===== config.mk =====
export PLATFORM = sky130hd
export DESIGN_NAME = stopwatch_with_lap_store
export DESIGN_NICKNAME = d
export VERILOG_FILES = /design/src/hw/rtl/swl_pkg.sv /design/src/hw/rtl/swl_time.sv /design/src/hw/rtl/stopwatch_with_lap_store.sv
export SDC_FILE = /design/constraint.sdc
export NUM_CORES = 1
export LEC_CHECK = 0
export BUFFER_PORTS_ARGS = -buffer_cell sky130_fd_sc_hd__buf_2
export CORE_MARGIN = 2
export CORE_UTILIZATION = 35
export CTS_CLUSTER_DIAMETER = 40
export CTS_CLUSTER_SIZE = 30
export DETAILED_ROUTE_END_ITERATION = 8
export GPL_ROUTABILITY_DRIVEN = 0
export PLACE_DENSITY = 0.61
export SETUP_SLACK_MARGIN = 0.05
export SLEW_MARGIN = 20
export SYNTH_ARGS = -nofsm -noshare
export SYNTH_HDL_FRONTEND = slang
export SYNTH_SLANG_ARGS = --single-unit

===== constraint.sdc =====
create_clock -name clk -period 4.61 [get_ports clk]
set_input_delay 0.461 -clock clk [delete_from_list [all_inputs] [get_ports clk]]
set_output_delay 0.461 -clock clk [all_outputs]
set_load 0.05 [all_outputs]

===== src/hw/rtl/swl_pkg.sv =====
// ----------------------------------------------------------------------------
// swl_pkg: shared types and constants for the stopwatch with lap store
// Event codes, run modes, time and lap formats, and the transaction
// structs that travel on the event and result channels.
// ----------------------------------------------------------------------------
package swl_pkg;

	// lap store sizing
	localparam int LAP_DEPTH = 16;
	localparam int LAP_AW    = (LAP_DEPTH > 1) ? $clog2(LAP_DEPTH) : 1;
	localparam int FILL_W    = $clog2(LAP_DEPTH + 1);

	// field widths
	localparam int FUNC_W  = 3;
	localparam int IDX_W   = 4;
	localparam int HOURS_W = 7;
	localparam int MIN_W   = 6;
	localparam int SEC_W   = 6;
	localparam int DIG_W   = 4;
	localparam int MODE_W  = 2;
	localparam int LAPS_W  = 5;
	localparam int TICK_W  = 32;
	// full hour count: 2^32 hundredths is under 12000 hours
	localparam int HOUR_W  = 14;

	// event codes
	localparam logic [FUNC_W-1:0] FUNC_TICK  = 3'd0;
	localparam logic [FUNC_W-1:0] FUNC_START = 3'd1;
	localparam logic [FUNC_W-1:0] FUNC_PAUSE = 3'd2;
	localparam logic [FUNC_W-1:0] FUNC_CLEAR = 3'd3;
	localparam logic [FUNC_W-1:0] FUNC_LAP   = 3'd4;

	// digit limits
	localparam logic [DIG_W-1:0]   DIGIT_MAX = 4'd9;
	localparam logic [SEC_W-1:0]   SEXA_MAX  = 6'd59;
	localparam logic [HOURS_W-1:0] HOUR_SAT  = 7'd99;

	typedef enum logic [MODE_W-1:0] {
		MODE_STOPPED = 2'd0,
		MODE_RUNNING = 2'd1,
		MODE_PAUSED  = 2'd2
	} mode_e;

	// displayed time, also the format of one stored lap
	typedef struct packed {
		logic [HOURS_W-1:0] hours;
		logic [MIN_W-1:0]   minutes;
		logic [SEC_W-1:0]   seconds;
		logic [DIG_W-1:0]   tenths;
	} lap_t;

	// control from the event decode to the time counter
	typedef struct packed {
		logic tick;
		logic clear;
	} time_ctl_t;

	typedef struct packed {
		logic [FUNC_W-1:0] func;
		logic [IDX_W-1:0]  lap_index;
	} evt_t;

	typedef struct packed {
		logic [HOURS_W-1:0] hours;
		logic [MIN_W-1:0]   minutes;
		logic [SEC_W-1:0]   seconds;
		logic [DIG_W-1:0]   tenths;
		logic [MODE_W-1:0]  run_mode;
		logic [LAPS_W-1:0]  laps_stored;
		logic               lap_valid;
		logic [HOURS_W-1:0] lap_hours;
		logic [MIN_W-1:0]   lap_minutes;
		logic [SEC_W-1:0]   lap_seconds;
		logic [DIG_W-1:0]   lap_tenths;
	} res_t;

endpackage


===== src/hw/rtl/swl_time.sv =====
// ----------------------------------------------------------------------------
// swl_time: elapsed time counter
// Keeps the time as mixed-radix digits (hundredths, tenths, seconds,
// minutes, full hours) next to a binary tick count that marks the 32-bit
// wrap, so no division is needed to show the time.
// ----------------------------------------------------------------------------
module swl_time (
	input  logic             clk,
	input  logic             arst_n,
	input  swl_pkg::time_ctl_t ctl,
	output swl_pkg::lap_t    time_nx
);
	import swl_pkg::*;

	logic [TICK_W-1:0] cnt_q, cnt_d;
	logic [DIG_W-1:0]  hund_q, hund_d;
	logic [DIG_W-1:0]  tenth_q, tenth_d;
	logic [SEC_W-1:0]  sec_q, sec_d;
	logic [MIN_W-1:0]  min_q, min_d;
	logic [HOUR_W-1:0] hour_q, hour_d;
	logic              c_hund, c_tenth, c_sec, c_min;

	// carries through the digit chain
	assign c_hund  = (hund_q == DIGIT_MAX);
	assign c_tenth = c_hund && (tenth_q == DIGIT_MAX);
	assign c_sec   = c_tenth && (sec_q == SEXA_MAX);
	assign c_min   = c_sec && (min_q == SEXA_MAX);

	// next time
	always_comb begin
		cnt_d   = cnt_q;
		hund_d  = hund_q;
		tenth_d = tenth_q;
		sec_d   = sec_q;
		min_d   = min_q;
		hour_d  = hour_q;
		if (ctl.clear || (ctl.tick && (cnt_q == {TICK_W{1'b1}}))) begin
			cnt_d   = '0;
			hund_d  = '0;
			tenth_d = '0;
			sec_d   = '0;
			min_d   = '0;
			hour_d  = '0;
		end else if (ctl.tick) begin
			cnt_d   = cnt_q + TICK_W'(1);
			hund_d  = c_hund ? '0 : hund_q + DIG_W'(1);
			if (c_hund)
				tenth_d = c_tenth ? '0 : tenth_q + DIG_W'(1);
			if (c_tenth)
				sec_d = c_sec ? '0 : sec_q + SEC_W'(1);
			if (c_sec)
				min_d = c_min ? '0 : min_q + MIN_W'(1);
			if (c_min)
				hour_d = hour_q + HOUR_W'(1);
		end
	end

	// displayed time, hours held at 99
	always_comb begin
		time_nx.hours   = (hour_d > HOUR_W'(HOUR_SAT)) ? HOUR_SAT : hour_d[HOURS_W-1:0];
		time_nx.minutes = min_d;
		time_nx.seconds = sec_d;
		time_nx.tenths  = tenth_d;
	end

	// counter registers
	always_ff @(posedge clk or negedge arst_n) begin
		if (!arst_n) begin
			cnt_q   <= '0;
			hund_q  <= '0;
			tenth_q <= '0;
			sec_q   <= '0;
			min_q   <= '0;
			hour_q  <= '0;
		end else begin
			cnt_q   <= cnt_d;
			hund_q  <= hund_d;
			tenth_q <= tenth_d;
			sec_q   <= sec_d;
			min_q   <= min_d;
			hour_q  <= hour_d;
		end
	end

endmodule


===== src/hw/rtl/stopwatch_with_lap_store.sv =====
// ----------------------------------------------------------------------------
// stopwatch_with_lap_store: stopwatch with lap memory
// Takes one event per transaction (tick, start, pause, clear, add lap) and
// returns the time, run mode, lap count and one selected lap after it.
// ----------------------------------------------------------------------------
//
//  channel  signals                     direction  content
//  event    evt_valid, evt_ready, evt   in         func, lap_index
//  result   res_valid, res_ready, res   out        time, mode, laps, lap view
//
// One event is taken per cycle; its result sits in the output register the
// next cycle. State updates and the result come from one level of logic
// (digit carry chain and lap store lookup) between the state registers and
// the result register. While the result register is full and not taken,
// evt_ready is low. Reset clears the time, mode, lap count and result valid;
// the lap store itself is not reset, only entries below the count are shown.
// ----------------------------------------------------------------------------
module stopwatch_with_lap_store (
	input  logic          clk,
	input  logic          arst_n,
	input  logic          evt_valid,
	output logic          evt_ready,
	input  swl_pkg::evt_t evt,
	output logic          res_valid,
	input  logic          res_ready,
	output swl_pkg::res_t res
);
	import swl_pkg::*;

	logic              accept;
	mode_e             mode_q, mode_d;
	logic [FILL_W-1:0] fill_q, fill_d;
	logic              lap_wr;
	logic [LAP_AW-1:0] wr_addr;
	logic [LAP_AW-1:0] rd_addr;
	lap_t              lap_mem_q [LAP_DEPTH];
	lap_t              time_nx;
	lap_t              lap_sel;
	logic              lap_ok;
	time_ctl_t         ctl;
	res_t              res_q;
	logic              res_valid_q;

	assign evt_ready = !res_valid_q || res_ready;
	assign accept    = evt_valid && evt_ready;
	assign wr_addr   = fill_q[LAP_AW-1:0];
	assign rd_addr   = LAP_AW'(evt.lap_index);

	// event decode
	always_comb begin
		mode_d    = mode_q;
		fill_d    = fill_q;
		lap_wr    = 1'b0;
		ctl.tick  = 1'b0;
		ctl.clear = 1'b0;
		if (accept) begin
			unique case (evt.func)
				FUNC_TICK:  ctl.tick = (mode_q == MODE_RUNNING);
				FUNC_START: mode_d = MODE_RUNNING;
				FUNC_PAUSE: mode_d = MODE_PAUSED;
				FUNC_CLEAR: begin
					ctl.clear = 1'b1;
					mode_d    = MODE_STOPPED;
					fill_d    = '0;
				end
				FUNC_LAP: begin
					if (fill_q < FILL_W'(LAP_DEPTH)) begin
						lap_wr = 1'b1;
						fill_d = fill_q + FILL_W'(1);
					end
				end
				default: ;
			endcase
		end
	end

	swl_time u_time (
		.clk     (clk),
		.arst_n  (arst_n),
		.ctl     (ctl),
		.time_nx (time_nx)
	);

	// selected lap, with the lap written by this transaction forwarded
	always_comb begin
		lap_ok  = (32'(evt.lap_index) < 32'(fill_d)) && (int'(evt.lap_index) < LAP_DEPTH);
		lap_sel = (lap_wr && (rd_addr == wr_addr)) ? time_nx : lap_mem_q[rd_addr];
		if (!lap_ok)
			lap_sel = '0;
	end

	// lap store
	always_ff @(posedge clk) begin
		if (lap_wr)
			lap_mem_q[wr_addr] <= time_nx;
	end

	// control state
	always_ff @(posedge clk or negedge arst_n) begin
		if (!arst_n) begin
			mode_q      <= MODE_STOPPED;
			fill_q      <= '0;
			res_valid_q <= 1'b0;
		end else begin
			mode_q <= mode_d;
			fill_q <= fill_d;
			if (accept)
				res_valid_q <= 1'b1;
			else if (res_ready)
				res_valid_q <= 1'b0;
		end
	end

	// result register
	always_ff @(posedge clk) begin
		if (accept) begin
			res_q.hours       <= time_nx.hours;
			res_q.minutes     <= time_nx.minutes;
			res_q.seconds     <= time_nx.seconds;
			res_q.tenths      <= time_nx.tenths;
			res_q.run_mode    <= mode_d;
			res_q.laps_stored <= LAPS_W'(fill_d);
			res_q.lap_valid   <= lap_ok;
			res_q.lap_hours   <= lap_sel.hours;
			res_q.lap_minutes <= lap_sel.minutes;
			res_q.lap_seconds <= lap_sel.seconds;
			res_q.lap_tenths  <= lap_sel.tenths;
		end
	end

	assign res_valid = res_valid_q;
	assign res       = res_q;

endmodule

Word-level counts from Yosys, hierarchy flattened
Memory sizes are Yosys's and may differ from the RTL's. A register that Yosys moved wholly into a read port is not among the register bits.
Cells that the tools add are included.
{"block": "totals", "ramBits": 368, "word_cells": 85, "reg_bits": 105, "n_memories": 1}
{"block": "classes", "reduce_logical": 12, "eq_ne": 10, "addsub": 7, "mux": 36, "n_lt_le_gt_ge": 3}
{"name": "lap_mem_q", "words": 16, "word_bits": 23, "read_ports": 1, "rd_clocked_by_memory_dff": 1, "wr": 1, "line_no": "stopwatch_with_lap_store.sv:36", "rtl": "lap_t lap_mem_q [LAP_DEPTH];"}
{"op": "$mux 32", "n": 2}
{"op": "$mux 6", "n": 8}
{"op": "$mux 14", "n": 3}
{"op": "$add 32x1->32 const B", "n": 1}
{"op": "$eq 32x32->1 const B", "n": 1}
{"op": "$mux 4", "n": 7}
{"op": "$add 14x1->14 const B", "n": 1}
{"op": "$gt 14x7->1 const B", "n": 1}
{"op": "$add 6x1->6 const B", "n": 2}
{"op": "$eq 6x6->1 const B", "n": 2}
{"op": "$mux 5", "n": 2}
{"op": "$pmux 5 s2", "n": 1}
{"op": "$mux 1", "n": 9}
{"op": "$add 4x1->4 const B", "n": 2}
{"op": "$eq 4x4->1 const B", "n": 2}
{"op": "$mux 7", "n": 1}
{"op": "$eq 3x2->1 const B", "n": 2}
{"op": "$pmux 2 s3", "n": 1}
{"op": "$add 5x1->5 const B", "n": 1}
{"op": "$logic_and 1x1->1", "n": 5}
{"op": "$lt 4x5->1", "n": 1}
{"op": "$lt 5x5->1 const B", "n": 1}
{"op": "$mux 2", "n": 2}
{"op": "$reduce_bool 2->1", "n": 2}
{"op": "6 further kinds", "n": 8}

Logic depth before layout (Yosys ltp)
Gate-level depths: netlist of run 1.
{"block": "logic_depth", "word_depth": 9, "depth_mapped": 13}

Modules after synthesis
A second synthesis of run 1 with hierarchy kept.
{"block": "unflattened", "hier_cells": 1183, "hier_area_um2": 20161.8}
{"module": "stopwatch_with_lap_store", "area_each_um2": 16577.1, "cells_per_inst": 792, "n_inst": 1}
{"module": "swl_time", "area_each_um2": 3584.7, "cells_per_inst": 391, "n_inst": 1}

Worst setup path before layout of run 1
OpenSTA, ideal clock, no wires.
{"block": "synth_path", "path_type": "register to register", "from": "reg res_valid_q, in the netlist res_valid", "to": "mem lap_mem_q[3][0] (netlist bit), enable pin", "t_arrival_ns": 3.890, "path_stages_with_launch": 7, "setup_slack_ns": 0.288, "path_buffers": 0, "path_cell_list": "dfrtp_1 > nor2b_1 > inv_1 > nand4b_1 > nor3_1 > nand2_1 > nor3_1"}
{"block": "synth_between", "elab_chain_len": 6}
{"item": "from (decl)", "line_no": "stopwatch_with_lap_store.sv:42", "rtl": "logic res_valid_q;"}
{"item": "from (signal assigned)", "line_no": "stopwatch_with_lap_store.sv:103", "rtl": "res_valid_q <= 1'b0;"}
{"item": "from (signal assigned)", "line_no": "stopwatch_with_lap_store.sv:108", "rtl": "res_valid_q <= 1'b1;"}
{"item": "from (signal assigned)", "line_no": "stopwatch_with_lap_store.sv:110", "rtl": "res_valid_q <= 1'b0;"}
{"item": "$logic_not 1->1", "line_no": "stopwatch_with_lap_store.sv:44", "rtl": "assign evt_ready = !res_valid_q || res_ready;"}
{"item": "$logic_or 1x1->1", "line_no": "stopwatch_with_lap_store.sv:44"}
{"item": "via evt_ready", "line_no": "stopwatch_with_lap_store.sv:22", "rtl": "output logic evt_ready,"}
{"item": "$logic_and 1x1->1", "line_no": "stopwatch_with_lap_store.sv:45", "rtl": "assign accept = evt_valid && evt_ready;"}
{"item": "$mux 1", "line_no": "stopwatch_with_lap_store.sv:56", "rtl": "if (accept) begin"}
{"item": "$mux 1", "line_no": "stopwatch_with_lap_store.sv:94", "rtl": "if (lap_wr)"}
{"item": "$mux 1 (not written as such)", "line_no": "stopwatch_with_lap_store.sv:95", "rtl": "lap_mem_q[wr_addr] <= time_nx;"}
{"item": "to (decl)", "line_no": "stopwatch_with_lap_store.sv:36"}
The timed path passes the listed nets, and every way through them passes these cells.

Final worst setup path of run 1
{"block": "layout_path", "from": "reg res_valid_q, in the netlist res_valid", "to": "reg, netlist name res[16]"}
{"block": "layout_between", "elab_chain_len": 6}
{"item": "$logic_not 1->1 (*)", "line_no": "stopwatch_with_lap_store.sv:44"}
{"item": "$logic_or 1x1->1 (*)", "line_no": "stopwatch_with_lap_store.sv:44"}
{"item": "$logic_and 1x1->1 (*)", "line_no": "stopwatch_with_lap_store.sv:45"}
{"item": "$mux 5", "line_no": "stopwatch_with_lap_store.sv:56"}
{"item": "$lt 4x5->1", "line_no": "stopwatch_with_lap_store.sv:86", "rtl": "lap_ok = (32'(evt.lap_index) < 32'(fill_d)) && (int'(evt.lap_index) < LAP_DEPTH);"}
{"item": "$logic_not 1->1 (no source line)"}
Mark *: on every way between the ends. The rest lies on a longest branch, timed or not.
A chain may end at the register's enable or synchronous reset.

==> flow_results.xml, run 1 <==
<?xml version="1.0" encoding="UTF-8"?>
<metrics>
  <group name="run">
    <metric name="maxCapViolCount" unit="">0</metric>
  </group>
  <group name="logic_synthesis">
    <metric name="netlist-cell-type-count" unit="">48</metric>
    <metric name="synthesized_instance_count" unit="">1136</metric>
    <metric name="synth-seq-area-share" unit="">0.723</metric>
    <metric name="synth_ff_type" unit="">edfxtp_1</metric>
    <metric name="postSynthRegisterBits" unit="">496</metric>
    <metric name="count_of_flip_flops_with_a_built_in_enable_after_synthesis" unit="">422</metric>
    <metric name="synth_largest_area_cell" unit="">edfxtp_1</metric>
    <metric name="xor_and_xnor_fraction_of_the_mapped_netlist_area" unit="">0.0218</metric>
    <metric name="post_synthesis_instance_area" unit="mm²">0.0201</metric>
    <metric name="yosys-top-cells-area" unit="">edfxtp_1 63%, mux4_2 13%, dfrtp_1 9.2%, nor2_1 1.6%, nand2_1 1.3%</metric>
    <metric name="yosys-mux-area-fraction" unit="">0.132</metric>
    <metric name="synth_fp_nets" unit="">1162</metric>
    <metric name="synth_top_family_by_area" unit="">multiplexers</metric>
    <metric name="synth-simple-area-share" unit="">0.0780</metric>
    <metric name="async_flop_share" unit="">0.149</metric>
    <metric name="synth-compound-area-share" unit="">0.0219</metric>
    <metric name="synthAdderAreaFrac" unit="">0.00935</metric>
    <metric name="yosys.area.top_type_share" unit="">0.631</metric>
    <metric name="synth.yosys.warnings" unit="">0</metric>
    <metric name="mean_instance_size_in_the_synthesized_netlist" unit="µm²">17.7</metric>
  </group>
  <group name="worst_setup_path">
    <metric name="cp_max_fo" unit="">24</metric>
    <metric name="reg2reg_depth" unit="">13</metric>
    <metric name="cp.required" unit="ns">5.01</metric>
    <metric name="worst_r2r_startpoint" unit="">res_valid</metric>
    <metric name="cp-end-kind" unit="">flip-flop</metric>
    <metric name="cpPeakStageDelay" unit="ns">0.67</metric>
    <metric name="setup_slack_on_the_worst_flop_to_flop_path" unit="ns">0.96</metric>
    <metric name="crit_path_end" unit="">res[16]</metric>
    <metric name="path_depth" unit="">13</metric>
    <metric name="setup.worst_path.start" unit="">res_valid</metric>
    <metric name="crit_type" unit="">flip-flop to flip-flop</metric>
    <metric name="critPathTopFamily" unit="">simple AND/OR/NAND/NOR gates</metric>
    <metric name="worst-endpoint-arrival" unit="ns">4.05</metric>
    <metric name="cp_cell_sequence" unit="">nor2b_1 -&gt; inv_1 -&gt; nand4b_1 -&gt; nor3_1 -&gt; nand2_1 -&gt; nand3_1 -&gt; o21a_1 -&gt; ha_1 -&gt; o21ai_0 -&gt; a21oi_1 -&gt; o31a_1 -&gt; buf_4 -&gt; a311oi_1</metric>
    <metric name="cp_slowest_cell" unit="">nor3_1</metric>
    <metric name="cp-start-kind" unit="">flip-flop</metric>
    <metric name="regToRegEndpoint" unit="">res[16]</metric>
    <metric name="worstPathBufferInverterCount" unit="">2</metric>
  </group>
  <group name="clocking">
    <metric name="cts_post_setup_buffers_inserted" unit="">0</metric>
    <metric name="cts.root.buffer_cell" unit="">clkbuf_16</metric>
    <metric name="tritoncts_clock_tree" unit="">yes</metric>
    <metric name="max-clock-path-buffers" unit="">3</metric>
    <metric name="numCtsBuffers" unit="">66</metric>
    <metric name="clk-insertion-delay-late" unit="ns">0.61</metric>
    <metric name="number_of_sinks_on_the_clock_net" unit="">496</metric>
    <metric name="h-tree-depth" unit="">3</metric>
    <metric name="clkTransAtPathRegs" unit="ns">0.06</metric>
  </group>
  <group name="worst_hold_path">
    <metric name="worst_hold_path_type" unit="">input pin to flip-flop</metric>
  </group>
  <group name="routing">
    <metric name="drt-total-wl" unit="µm">47900</metric>
    <metric name="vias" unit="">11000</metric>
    <metric name="routed_length_per_instance" unit="µm">23.1</metric>
    <metric name="dr.pass1.iters" unit="">7</metric>
    <metric name="routed_via_density" unit="">5.29</metric>
    <metric name="drcViolationCount" unit="">0</metric>
    <metric name="postRouteAntennaNets" unit="">0</metric>
    <metric name="detailedRoute.firstIterationViolations" unit="">990</metric>
  </group>
  <group name="finish">
    <metric name="finalCoreUtilization" unit="">0.424</metric>
    <metric name="flow.area_growth_from_synthesis" unit="%">19.6</metric>
    <metric name="final_cell_area" unit="mm²">0.0240</metric>
    <metric name="fillerInstances" unit="">5045</metric>
    <metric name="antennaDiodeCount" unit="">0</metric>
    <metric name="multi_input_comb_area" unit="mm²">0.00545</metric>
    <metric name="finish.net_count" unit="">1295</metric>
    <metric name="post_route_cells_drive_above_1_share" unit="">0.294</metric>
    <metric name="layout.area.seq" unit="mm²">0.0145</metric>
    <metric name="cell_count_final_fillers_out" unit="">2078</metric>
  </group>
  <group name="sta">
    <metric name="setup-violations-final" unit="">0</metric>
    <metric name="timing.final.max_slew_violations" unit="">0</metric>
    <metric name="final_period_minus_worst_setup_slack" unit="ns">3.65</metric>
    <metric name="slew_headroom" unit="">0.311</metric>
    <metric name="timing_worst_slew_pin_value" unit="ns">1.03</metric>
    <metric name="whs" unit="ns">0.166</metric>
    <metric name="setup_repair_after_global_routing_missed_its_margin" unit="">false</metric>
    <metric name="worst_clock_skew" unit="ns">0.0340</metric>
    <metric name="final.period_utilization" unit="">0.791</metric>
    <metric name="setup-tns-final" unit="ns">0</metric>
    <metric name="layout_setup_ws" unit="ns">0.964</metric>
    <metric name="f_max" unit="MHz">274</metric>
    <metric name="hold_viol" unit="">0</metric>
  </group>
  <group name="floorplanning">
    <metric name="die_width" unit="µm">244</metric>
    <metric name="design.core.area" unit="mm²">0.0566</metric>
    <metric name="num_rows" unit="">87</metric>
    <metric name="initial_core_util" unit="">0.355</metric>
    <metric name="die_area" unit="mm²">0.0593</metric>
    <metric name="fp.dieH" unit="µm">244</metric>
    <metric name="num_io_pins" unit="">67</metric>
  </group>
  <group name="grt">
    <metric name="grt_antenna_before_repair" unit="">0</metric>
    <metric name="grt_max_degree" unit="">75</metric>
    <metric name="global_route.overflow_total" unit="">0</metric>
    <metric name="first_pass_grt_wire_length" unit="µm">71300</metric>
    <metric name="number_of_global_route_vias_before_repair" unit="">11000</metric>
    <metric name="global_route.usage.total" unit="">0.162</metric>
  </group>
  <group name="placement">
    <metric name="placed_area" unit="mm²">0.0217</metric>
    <metric name="placedCellCount" unit="">1955</metric>
    <metric name="detailedPlace.worstSlack" unit="ns">0.924</metric>
    <metric name="io_buffer_count" unit="">66</metric>
    <metric name="post-dp-hpwl" unit="µm">26800</metric>
  </group>
  <group name="power">
    <metric name="power.sequential.fraction" unit="">0.468</metric>
    <metric name="leakagePower" unit="nW">8.08</metric>
    <metric name="power_density" unit="mW/mm²">437</metric>
    <metric name="pwr-share-comb" unit="">0.040</metric>
    <metric name="irDropWorstVdd" unit="mV">0.232</metric>
    <metric name="power_report.internal_total" unit="mW">8.05</metric>
    <metric name="p_switching" unit="mW">2.45</metric>
    <metric name="power" unit="mW">10.5</metric>
    <metric name="switching_power_as_a_share_of_total_power" unit="">0.233</metric>
    <metric name="clkPwrFrac" unit="">0.492</metric>
  </group>
  <group name="run_status">
    <metric name="run_status" unit="">finished clean</metric>
  </group>
</metrics>
## layout make-up
type,count,share of cell area
Clock buffer,72,0.0715
Timing Repair Buffer,116,0.0324
Sequential cell,496,0.605
Inverter,14,0.00219
Tap cell,756,0.0394
Clock inverter,49,0.0228
Multi-Input combinational cell,575,0.227
## timing repair
item	in CTS	in global routing
endpoints found under the hold margin	0	22
resized for setup	0	0
hold buffers	0	1
## how the worst min path moves through the flow
stage,end,slack [ns],cells past startpoint,from
6_report,res_valid,0.17,2,evt_valid
5_1_grt,res_valid,0.15,2,evt_valid
4_1_cts,u_time.cnt_q[17],0.06,1,arst_n
3_5_place_dp,u_time.cnt_q[30],0.52,2,u_time.cnt_q[30]
3_3_place_gp,u_time.cnt_q[28],0.52,2,u_time.cnt_q[28]
2_1_floorplan,fill_q[0],0.17,0,arst_n
## logic make-up (layout without fill, tap and decap cells)
logic type / Yosys count / after routing
buffers and inverters: 65 / 251
multiplexers: 122 / 122
adder cells (fa/ha/maj): 15 / 15
XOR/XNOR: 50 / 50
AND/OR/NAND/NOR: 310 / 310
AO/OA/AOI/OAI: 78 / 78
flip-flops: 496 / 496
## cells in the mapped netlist (2+ instances only)
master	count
a211oi_1	3
a21oi_1	43
a311oi_1	3
a31oi_1	2
and2_1	9
and3_1	6
and3b_1	2
and4_1	4
buf_1	8
buf_2	8
clkbuf_1	33
dfrtp_1	74
edfxtp_1	422
ha_1	15
inv_1	13
mux2i_1	7
mux4_2	115
nand2_1	72
nand2b_1	8
nand3_1	28
nand3b_1	3
nand4_1	20
nand4b_1	3
nand4bb_1	3
nor2_1	85
nor2b_1	7
nor3_1	25
nor4_1	9
nor4_2	2
nor4b_1	2
o21a_1	4
o21ai_0	17
or2_2	5
or3_1	12
or4_1	2
or4b_4	2
xnor2_1	23
xor2_1	27
## layout by cell type (no fill, tap or decap), types with 8 or more instances in the layout
cell type	count
or3_1	12
dfrtp_1	74
mux4_2	115
inv_6	14
buf_2	63
clkbuf_16	68
and2_1	8
buf_4	47
nor2_2	16
nor2_1	69
nand2b_1	8
edfxtp_1	422
inv_1	13
xnor2_1	23
xor2_1	27
nor3_1	12
o21ai_0	17
nor3_2	9
nor4_1	9
nand4_1	20
ha_1	15
nand3_1	28
nand2_1	72
a21oi_1	43
## state kept, by name, summed over array words and instances (netlist names)
| register | flops |
|---|---|
| lap_mem_q | 368 |
| res | 54 |
| u_time.cnt_q | 32 |
| u_time.hour_q | 14 |
| u_time.min_q | 6 |
| u_time.sec_q | 6 |
| fill_q | 5 |
| u_time.hund_q | 4 |
| u_time.tenth_q | 4 |
| mode_q | 2 |
| res_valid | 1 |
## worst register-to-register path: stages, from the launching register on
cell and delay (ns):
dfrtp_1 0.37, nor2b_1 0.22, inv_1 0.21, nand4b_1 0.21, nor3_1 0.67, nand2_1 0.36, nand3_1 0.17, o21a_1 0.15
ha_1 0.23, o21ai_0 0.07, a21oi_1 0.06, o31a_1 0.26, buf_4 0.26, a311oi_1 0.25
## per-layer routing
layer | track usage | routed length (µm)
met5 | 0 | 0
met2 | 0.256 | 23000
met3 | 0.0322 | 2460
met4 | 0.0511 | 1230
met1 | 0.227 | 21300
## power by group through the flow
stage / clock, mW / combinational (mW) / sequential [mW]
6_report: 5.17 / 0.418 / 4.91
5_1_grt: 5.44 / 0.448 / 4.91
4_1_cts: 5.27 / 0.423 / 4.91
3_5_place_dp: 0 / 0.422 / 5.00
3_3_place_gp: 0 / 0.418 / 5.01
2_1_floorplan: 0 / 0.196 / 5.09
(Power assumes the default switching activity.)
==> run 2: changes to the inputs <==
ABC_AREA = 1   (was not set)
PLACE_DENSITY = 0.63   (was 0.61)
clock period = 3.2 ns   (was 4.61 ns; I/O delays follow)
==> flow_results.xml, run 2 <==
<?xml version="1.0" encoding="UTF-8"?>
<metrics>
  <group name="worst_setup_path">
    <metric name="cp-start-kind" unit="">flip-flop</metric>
    <metric name="cp_max_fo" unit="">23</metric>
    <metric name="worst-endpoint-arrival" unit="ns">3.41</metric>
    <metric name="cp.required" unit="ns">3.66</metric>
    <metric name="crit_type" unit="">flip-flop to flip-flop</metric>
    <metric name="cp-end-kind" unit="">flip-flop</metric>
  </group>
  <group name="logic_synthesis">
    <metric name="synth-simple-area-share" unit="">0.142</metric>
    <metric name="count_of_flip_flops_with_a_built_in_enable_after_synthesis" unit="">422</metric>
    <metric name="synth.cells.most_frequent" unit="">422 x edfxtp_1, 288 x nor2_1, 218 x nand2_1</metric>
    <metric name="synth_largest_area_cell" unit="">edfxtp_1</metric>
    <metric name="synth-seq-area-share" unit="">0.698</metric>
    <metric name="post_synthesis_instance_area" unit="mm²">0.0208</metric>
    <metric name="netlist-cell-type-count" unit="">41</metric>
    <metric name="synth_top_family_by_area" unit="">simple AND/OR/NAND/NOR gates</metric>
    <metric name="synth-compound-area-share" unit="">0.108</metric>
    <metric name="yosys.area.top_type_share" unit="">0.609</metric>
    <metric name="synthesized_instance_count" unit="">1769</metric>
    <metric name="synth_fp_nets" unit="">1795</metric>
    <metric name="synth_ff_type" unit="">edfxtp_1</metric>
    <metric name="postSynthRegisterBits" unit="">496</metric>
    <metric name="yosys-mux-area-fraction" unit="">0</metric>
    <metric name="synthAdderAreaFrac" unit="">0.00901</metric>
    <metric name="mean_instance_size_in_the_synthesized_netlist" unit="µm²">11.8</metric>
    <metric name="yosys-top-cells-area" unit="">edfxtp_1 61%, dfrtp_1 8.9%, nor2_1 5.2%, o21ai_0 4.9%, nand2_1 3.9%</metric>
    <metric name="xor_and_xnor_fraction_of_the_mapped_netlist_area" unit="">0.00799</metric>
    <metric name="synth.yosys.warnings" unit="">0</metric>
    <metric name="async_flop_share" unit="">0.149</metric>
    <metric name="most_frequent_cell_after_synthesis" unit="">edfxtp_1</metric>
  </group>
  <group name="sta">
    <metric name="setup-tns-final" unit="ns">0</metric>
    <metric name="worst_clock_skew" unit="ns">0.0623</metric>
    <metric name="timing.final.max_slew_violations" unit="">0</metric>
    <metric name="final_period_minus_worst_setup_slack" unit="ns">2.95</metric>
    <metric name="hold_viol" unit="">0</metric>
    <metric name="whs" unit="ns">0.0347</metric>
    <metric name="setup-violations-final" unit="">0</metric>
    <metric name="setup_repair_after_global_routing_missed_its_margin" unit="">false</metric>
    <metric name="slew_headroom" unit="">0.356</metric>
    <metric name="timing_worst_slew_pin_value" unit="ns">0.967</metric>
    <metric name="f_max" unit="MHz">339</metric>
    <metric name="final.period_utilization" unit="">0.923</metric>
  </group>
  <group name="grt">
    <metric name="global_route.overflow_total" unit="">0</metric>
    <metric name="first_pass_grt_wire_length" unit="µm">85000</metric>
    <metric name="number_of_global_route_vias_before_repair" unit="">14200</metric>
    <metric name="global_route.usage.total" unit="">0.184</metric>
    <metric name="grt_antenna_before_repair" unit="">3</metric>
    <metric name="grt_max_degree" unit="">98</metric>
  </group>
  <group name="floorplanning">
    <metric name="num_io_pins" unit="">67</metric>
    <metric name="fp.dieH" unit="µm">248</metric>
    <metric name="initial_core_util" unit="">0.353</metric>
    <metric name="die_width" unit="µm">248</metric>
    <metric name="design.core.area" unit="mm²">0.0589</metric>
    <metric name="num_rows" unit="">89</metric>
    <metric name="die_area" unit="mm²">0.0615</metric>
  </group>
  <group name="finish">
    <metric name="finish.net_count" unit="">1905</metric>
    <metric name="antennaDiodeCount" unit="">0</metric>
    <metric name="flow.area_growth_from_synthesis" unit="%">18.6</metric>
    <metric name="largest_register_ffs" unit="">368</metric>
    <metric name="post_route_cells_drive_above_1_share" unit="">0.166</metric>
    <metric name="largest-register" unit="">lap_mem_q</metric>
    <metric name="final_common_cell" unit="">edfxtp_1</metric>
    <metric name="layout_common_cells" unit="">422 x edfxtp_1, 269 x nor2_1, 217 x nand2_1</metric>
  </group>
  <group name="routing">
    <metric name="detailroute.wirelength.met2" unit="µm">27400</metric>
    <metric name="detailedRoute.firstIterationViolations" unit="">1437</metric>
    <metric name="dr.pass1.iters" unit="">5</metric>
    <metric name="routed.top_layer" unit="">met5</metric>
    <metric name="routed_length_per_instance" unit="µm">20.7</metric>
    <metric name="routed_via_density" unit="">5.34</metric>
    <metric name="drt-total-wl" unit="µm">56000</metric>
    <metric name="met3WireLength" unit="µm">4220</metric>
    <metric name="wirelength_met1" unit="µm">22900</metric>
    <metric name="drcViolationCount" unit="">0</metric>
    <metric name="vias" unit="">14500</metric>
    <metric name="postRouteAntennaNets" unit="">0</metric>
  </group>
  <group name="power">
    <metric name="irDropWorstVdd" unit="mV">0.465</metric>
    <metric name="power_density" unit="mW/mm²">660</metric>
    <metric name="leakagePower" unit="nW">8.89</metric>
  </group>
  <group name="placement">
    <metric name="post-dp-hpwl" unit="µm">31200</metric>
    <metric name="io_buffer_count" unit="">66</metric>
  </group>
  <group name="clocking">
    <metric name="cts.root.buffer_cell" unit="">clkbuf_16</metric>
    <metric name="h-tree-depth" unit="">2</metric>
    <metric name="numCtsBuffers" unit="">61</metric>
    <metric name="clk-insertion-delay-late" unit="ns">0.65</metric>
    <metric name="number_of_sinks_on_the_clock_net" unit="">496</metric>
    <metric name="tritoncts_clock_tree" unit="">yes</metric>
    <metric name="max-clock-path-buffers" unit="">3</metric>
    <metric name="clkTransAtPathRegs" unit="ns">0.06</metric>
  </group>
  <group name="worst_hold_path">
    <metric name="worst_hold_path_type" unit="">input pin to flip-flop</metric>
  </group>
  <group name="run">
    <metric name="maxCapViolCount" unit="">0</metric>
  </group>
  <group name="run_status">
    <metric name="run_status" unit="">finished clean</metric>
  </group>
</metrics>
run 2: cell families after synthesis:
group                    Yosys count
AO/OA/AOI/OAI                    371
adder cells (fa/ha/maj)           15
buffers and inverters            189
flip-flops                       496
AND/OR/NAND/NOR                  679
XOR/XNOR                          19
run 2: area by class of cell:
type / count / area (µm²)
repair buffers: 135 / 906
clock buffers: 69 / 1590
clock inverters: 47 / 598
inverters: 101 / 397
flip-flops and latches: 496 / 14500
multi-input cells: 1084 / 5710
well taps: 773 / 967
fillers: 5342 / 34200
run 2: per-stage QoR:
stage	cells	total power, mW	setup slack, ns	util	cell area (µm²)
final	2705	16.3	0.247	0.419	24700
after global routing	2705	16.9	0.0552	0.419	24700
after CTS	2696	16.4	0.107	0.417	24600
after detailed placement	2579	9.18	0.136	0.380	22400
after global placement	2579	9.14	0.241	0.380	22400
after floorplan	1769	8.60	0.00810	-	20900
run 2: per-layer routing:
| layer | vias up | track usage |
|---|---|---|
| li1 | 6634 | - |
| met1 | 7174 | 0.240 |
| met2 | 550 | 0.312 |
| met3 | 97 | 0.0284 |
| met4 | 2 | 0.0608 |
| met5 | - | 0 |
run 2: timing repair:
action,CTS,global route
setup endpoints to repair,0,75
resized for setup,0,5
endpoints found under the hold margin,74,0
setup buffers,0,9
hold buffers,1,0
run 2: report_power, final:
| part | internal, mW | leakage [nW] | switching [mW] |
|---|---|---|---|
| combinational | 0.422 | 2.86 | 1.18 |
| clock | 4.26 | 1.05 | 2.94 |
| sequential | 7.33 | 4.98 | 0.151 |
| total | 12.0 | 8.89 | 4.27 |
run 2: critical path, cell delays in order, from the launching register on:
cell and delay (ns):
dfrtp_1 0.40, ha_1 0.21, inv_1 0.11, nor2_1 0.07, nand2_1 0.09, nor2_1 0.06
nand3_2 0.08, nand2_4 0.05, inv_2 0.34, nand2_1 0.17, buf_4 0.20, nor2_2 0.63
nand2_1 0.12, a21oi_1 0.23
run 2: worst paths after layout:
kind	from	endpoint	slack, ns	cells after the start
max	u_time.cnt_q[0]	res[1]	0.25	13
min	evt_valid	res_valid	0.03	3
max reg2reg	u_time.cnt_q[0]	res[1]	0.25	13
min reg2reg	u_time.cnt_q[31]	u_time.cnt_q[31]	0.47	1
max in group asynchronous	arst_n	res_valid	2.11	2
min in group asynchronous	arst_n	u_time.min_q[1]	0.38	2
==> run 3: changes to the inputs <==
PLACE_DENSITY = not set   (was 0.63)
PLACE_DENSITY_LB_ADDON = 0.25   (was not set)
==> flow_results.xml, run 3 (synthesis results as in run 2) <==
<?xml version="1.0" encoding="UTF-8"?>
<metrics>
  <group name="worst_setup_path">
    <metric name="worst_r2r_startpoint" unit="">u_time.hund_q[1]</metric>
    <metric name="worstPathBufferInverterCount" unit="">3</metric>
    <metric name="cpPeakStageDelay" unit="ns">0.45</metric>
    <metric name="critPathTopFamily" unit="">simple AND/OR/NAND/NOR gates</metric>
    <metric name="cp_cell_sequence" unit="">inv_1 -&gt; ha_1 -&gt; nand3_1 -&gt; nor2_2 -&gt; nand3_2 -&gt; inv_2 -&gt; nand2_1 -&gt; nand2_1 -&gt; nand2_1 -&gt; nand2_1 -&gt; nor2_1 -&gt; nor2_2 -&gt; nand4_1 -&gt; inv_1</metric>
    <metric name="cp_slowest_cell" unit="">inv_1</metric>
    <metric name="setup.worst_path.start" unit="">u_time.hund_q[1]</metric>
    <metric name="cp-end-kind" unit="">flip-flop</metric>
    <metric name="cp-start-kind" unit="">flip-flop</metric>
    <metric name="crit_type" unit="">flip-flop to flip-flop</metric>
    <metric name="cp_max_fo" unit="">17</metric>
    <metric name="cp_common_cell" unit="">nand2_1</metric>
    <metric name="worst-endpoint-arrival" unit="ns">3.26</metric>
    <metric name="cp.required" unit="ns">3.54</metric>
  </group>
  <group name="sta">
    <metric name="final_period_minus_worst_setup_slack" unit="ns">2.92</metric>
    <metric name="slew_headroom" unit="">0.394</metric>
    <metric name="setup_repair_after_global_routing_missed_its_margin" unit="">false</metric>
    <metric name="timing.final.max_slew_violations" unit="">0</metric>
    <metric name="hold_viol" unit="">0</metric>
    <metric name="worst_clock_skew" unit="ns">0.0388</metric>
    <metric name="whs" unit="ns">0.0375</metric>
    <metric name="setup-tns-final" unit="ns">0</metric>
    <metric name="setup-violations-final" unit="">0</metric>
    <metric name="final.period_utilization" unit="">0.913</metric>
    <metric name="timing_worst_slew_pin_value" unit="ns">0.908</metric>
    <metric name="f_max" unit="MHz">342</metric>
  </group>
  <group name="grt">
    <metric name="global_route.usage.total" unit="">0.190</metric>
    <metric name="global_route.overflow_total" unit="">0</metric>
    <metric name="grt_max_degree" unit="">147</metric>
    <metric name="number_of_global_route_vias_before_repair" unit="">14300</metric>
    <metric name="grt_util_met1" unit="">0.253</metric>
    <metric name="use_met3" unit="">0.0394</metric>
    <metric name="grt.met2_usage" unit="">0.311</metric>
    <metric name="first_pass_grt_wire_length" unit="µm">86800</metric>
    <metric name="grt_busiest_layer" unit="">met2</metric>
    <metric name="grt_antenna_before_repair" unit="">0</metric>
  </group>
  <group name="floorplanning">
    <metric name="die_area" unit="mm²">0.0615</metric>
    <metric name="num_io_pins" unit="">67</metric>
    <metric name="die_width" unit="µm">248</metric>
    <metric name="design.core.area" unit="mm²">0.0589</metric>
    <metric name="fp.dieH" unit="µm">248</metric>
    <metric name="initial_core_util" unit="">0.353</metric>
    <metric name="num_rows" unit="">89</metric>
  </group>
  <group name="routing">
    <metric name="routed_via_density" unit="">5.26</metric>
    <metric name="postRouteAntennaNets" unit="">0</metric>
    <metric name="drcViolationCount" unit="">0</metric>
    <metric name="dr.pass1.iters" unit="">6</metric>
    <metric name="vias" unit="">14300</metric>
    <metric name="detailedRoute.firstIterationViolations" unit="">1125</metric>
    <metric name="drt-total-wl" unit="µm">57500</metric>
    <metric name="routed_length_per_instance" unit="µm">21.1</metric>
  </group>
  <group name="finish">
    <metric name="finish.net_count" unit="">1914</metric>
    <metric name="post_route_cells_drive_above_1_share" unit="">0.171</metric>
    <metric name="largest-register" unit="">lap_mem_q</metric>
    <metric name="antennaDiodeCount" unit="">0</metric>
    <metric name="largest_register_ffs" unit="">368</metric>
    <metric name="layout_common_cells" unit="">422 x edfxtp_1, 271 x nor2_1, 217 x nand2_1</metric>
    <metric name="flow.area_growth_from_synthesis" unit="%">20.6</metric>
    <metric name="final_common_cell" unit="">edfxtp_1</metric>
  </group>
  <group name="clocking">
    <metric name="cts.root.buffer_cell" unit="">clkbuf_16</metric>
    <metric name="max-clock-path-buffers" unit="">3</metric>
    <metric name="clk-insertion-delay-late" unit="ns">0.62</metric>
    <metric name="h-tree-depth" unit="">3</metric>
    <metric name="tritoncts_clock_tree" unit="">yes</metric>
    <metric name="clkTransAtPathRegs" unit="ns">0.06</metric>
    <metric name="numCtsBuffers" unit="">75</metric>
    <metric name="number_of_sinks_on_the_clock_net" unit="">496</metric>
  </group>
  <group name="power">
    <metric name="irDropWorstVdd" unit="mV">0.389</metric>
    <metric name="power_density" unit="mW/mm²">685</metric>
    <metric name="leakagePower" unit="nW">9.08</metric>
  </group>
  <group name="run_status">
    <metric name="run_status" unit="">finished clean</metric>
  </group>
  <group name="placement">
    <metric name="io_buffer_count" unit="">66</metric>
    <metric name="post-dp-hpwl" unit="µm">32300</metric>
  </group>
  <group name="worst_hold_path">
    <metric name="worst_hold_path_type" unit="">input pin to flip-flop</metric>
    <metric name="hold_path.startpoint" unit="">evt_valid</metric>
  </group>
  <group name="run">
    <metric name="maxCapViolCount" unit="">0</metric>
  </group>
</metrics>
==> run 3: cell count changes in the layout (fill, tap and decap cells not counted), sizes merged <==
cell and delta:
buf -5, bufinv -2, clkbuf +16, clkinv +1, clkinvlp +2, inv +7
==> run 3: final cells by class <==
type,count,area (µm²)
clock buffer,85,1940
clock inverter,55,624
fill,5452,33800
inverter,101,389
multi-input combinational,1084,5760
sequential,496,14500
tap,773,967
timing repair buffer,130,913
==> run 3: through the flow <==
step | area [µm²] | utilization | instances | setup slack (ns) | power (mW)
floorplan | 20900 | - | 1769 | 0.00810 | 8.60
global placement | 22500 | 0.382 | 2581 | 0.290 | 9.15
detailed placement | 22500 | 0.382 | 2581 | 0.203 | 9.17
CTS | 25100 | 0.426 | 2722 | 0.252 | 17.4
global route | 25100 | 0.426 | 2724 | 0.0536 | 17.8
finish | 25100 | 0.426 | 2724 | 0.278 | 17.2
==> run 3: worst reg2reg max path: stages, from the launching register on <==
cell	delay [ns]
dfrtp_1	0.40
inv_1	0.06
ha_1	0.16
nand3_1	0.16
nor2_2	0.25
nand3_2	0.21
inv_2	0.15
nand2_1	0.06
nand2_1	0.05
nand2_1	0.05
nand2_1	0.06
nor2_1	0.07
nor2_2	0.28
nand4_1	0.25
inv_1	0.45
==> run 3: what timing repair did <==
action	4_1_cts	5_1_grt
hold endpoints to repair	74	0
hold buffers	1	0
resized for setup	0	1
endpoints found under the setup margin	0	17
setup buffers	0	1
==> run 3: final timing paths <==
| kind | end | slack, ns | cells after the start |
|---|---|---|---|
| max | lap_mem_q[7][19] | 0.28 | 14 |
| min | res_valid | 0.04 | 3 |
| max reg2reg | lap_mem_q[7][19] | 0.28 | 14 |
| min reg2reg | u_time.cnt_q[31] | 0.48 | 1 |
| max in group asynchronous | fill_q[1] | 2.47 | 3 |
| min in group asynchronous | u_time.cnt_q[29] | 0.16 | 2 |
==> run 3: metal layers <==
layer,vias to the layer above,wire [µm]
met2,427,27600
li1,6655,-
met5,-,0
met1,7145,24900
met4,0,1680
met3,103,3400
==> run 3: where the power goes <==
part	switching, mW	internal (mW)
registers	0.150	7.34
logic	1.17	0.394
clock network	3.23	4.92
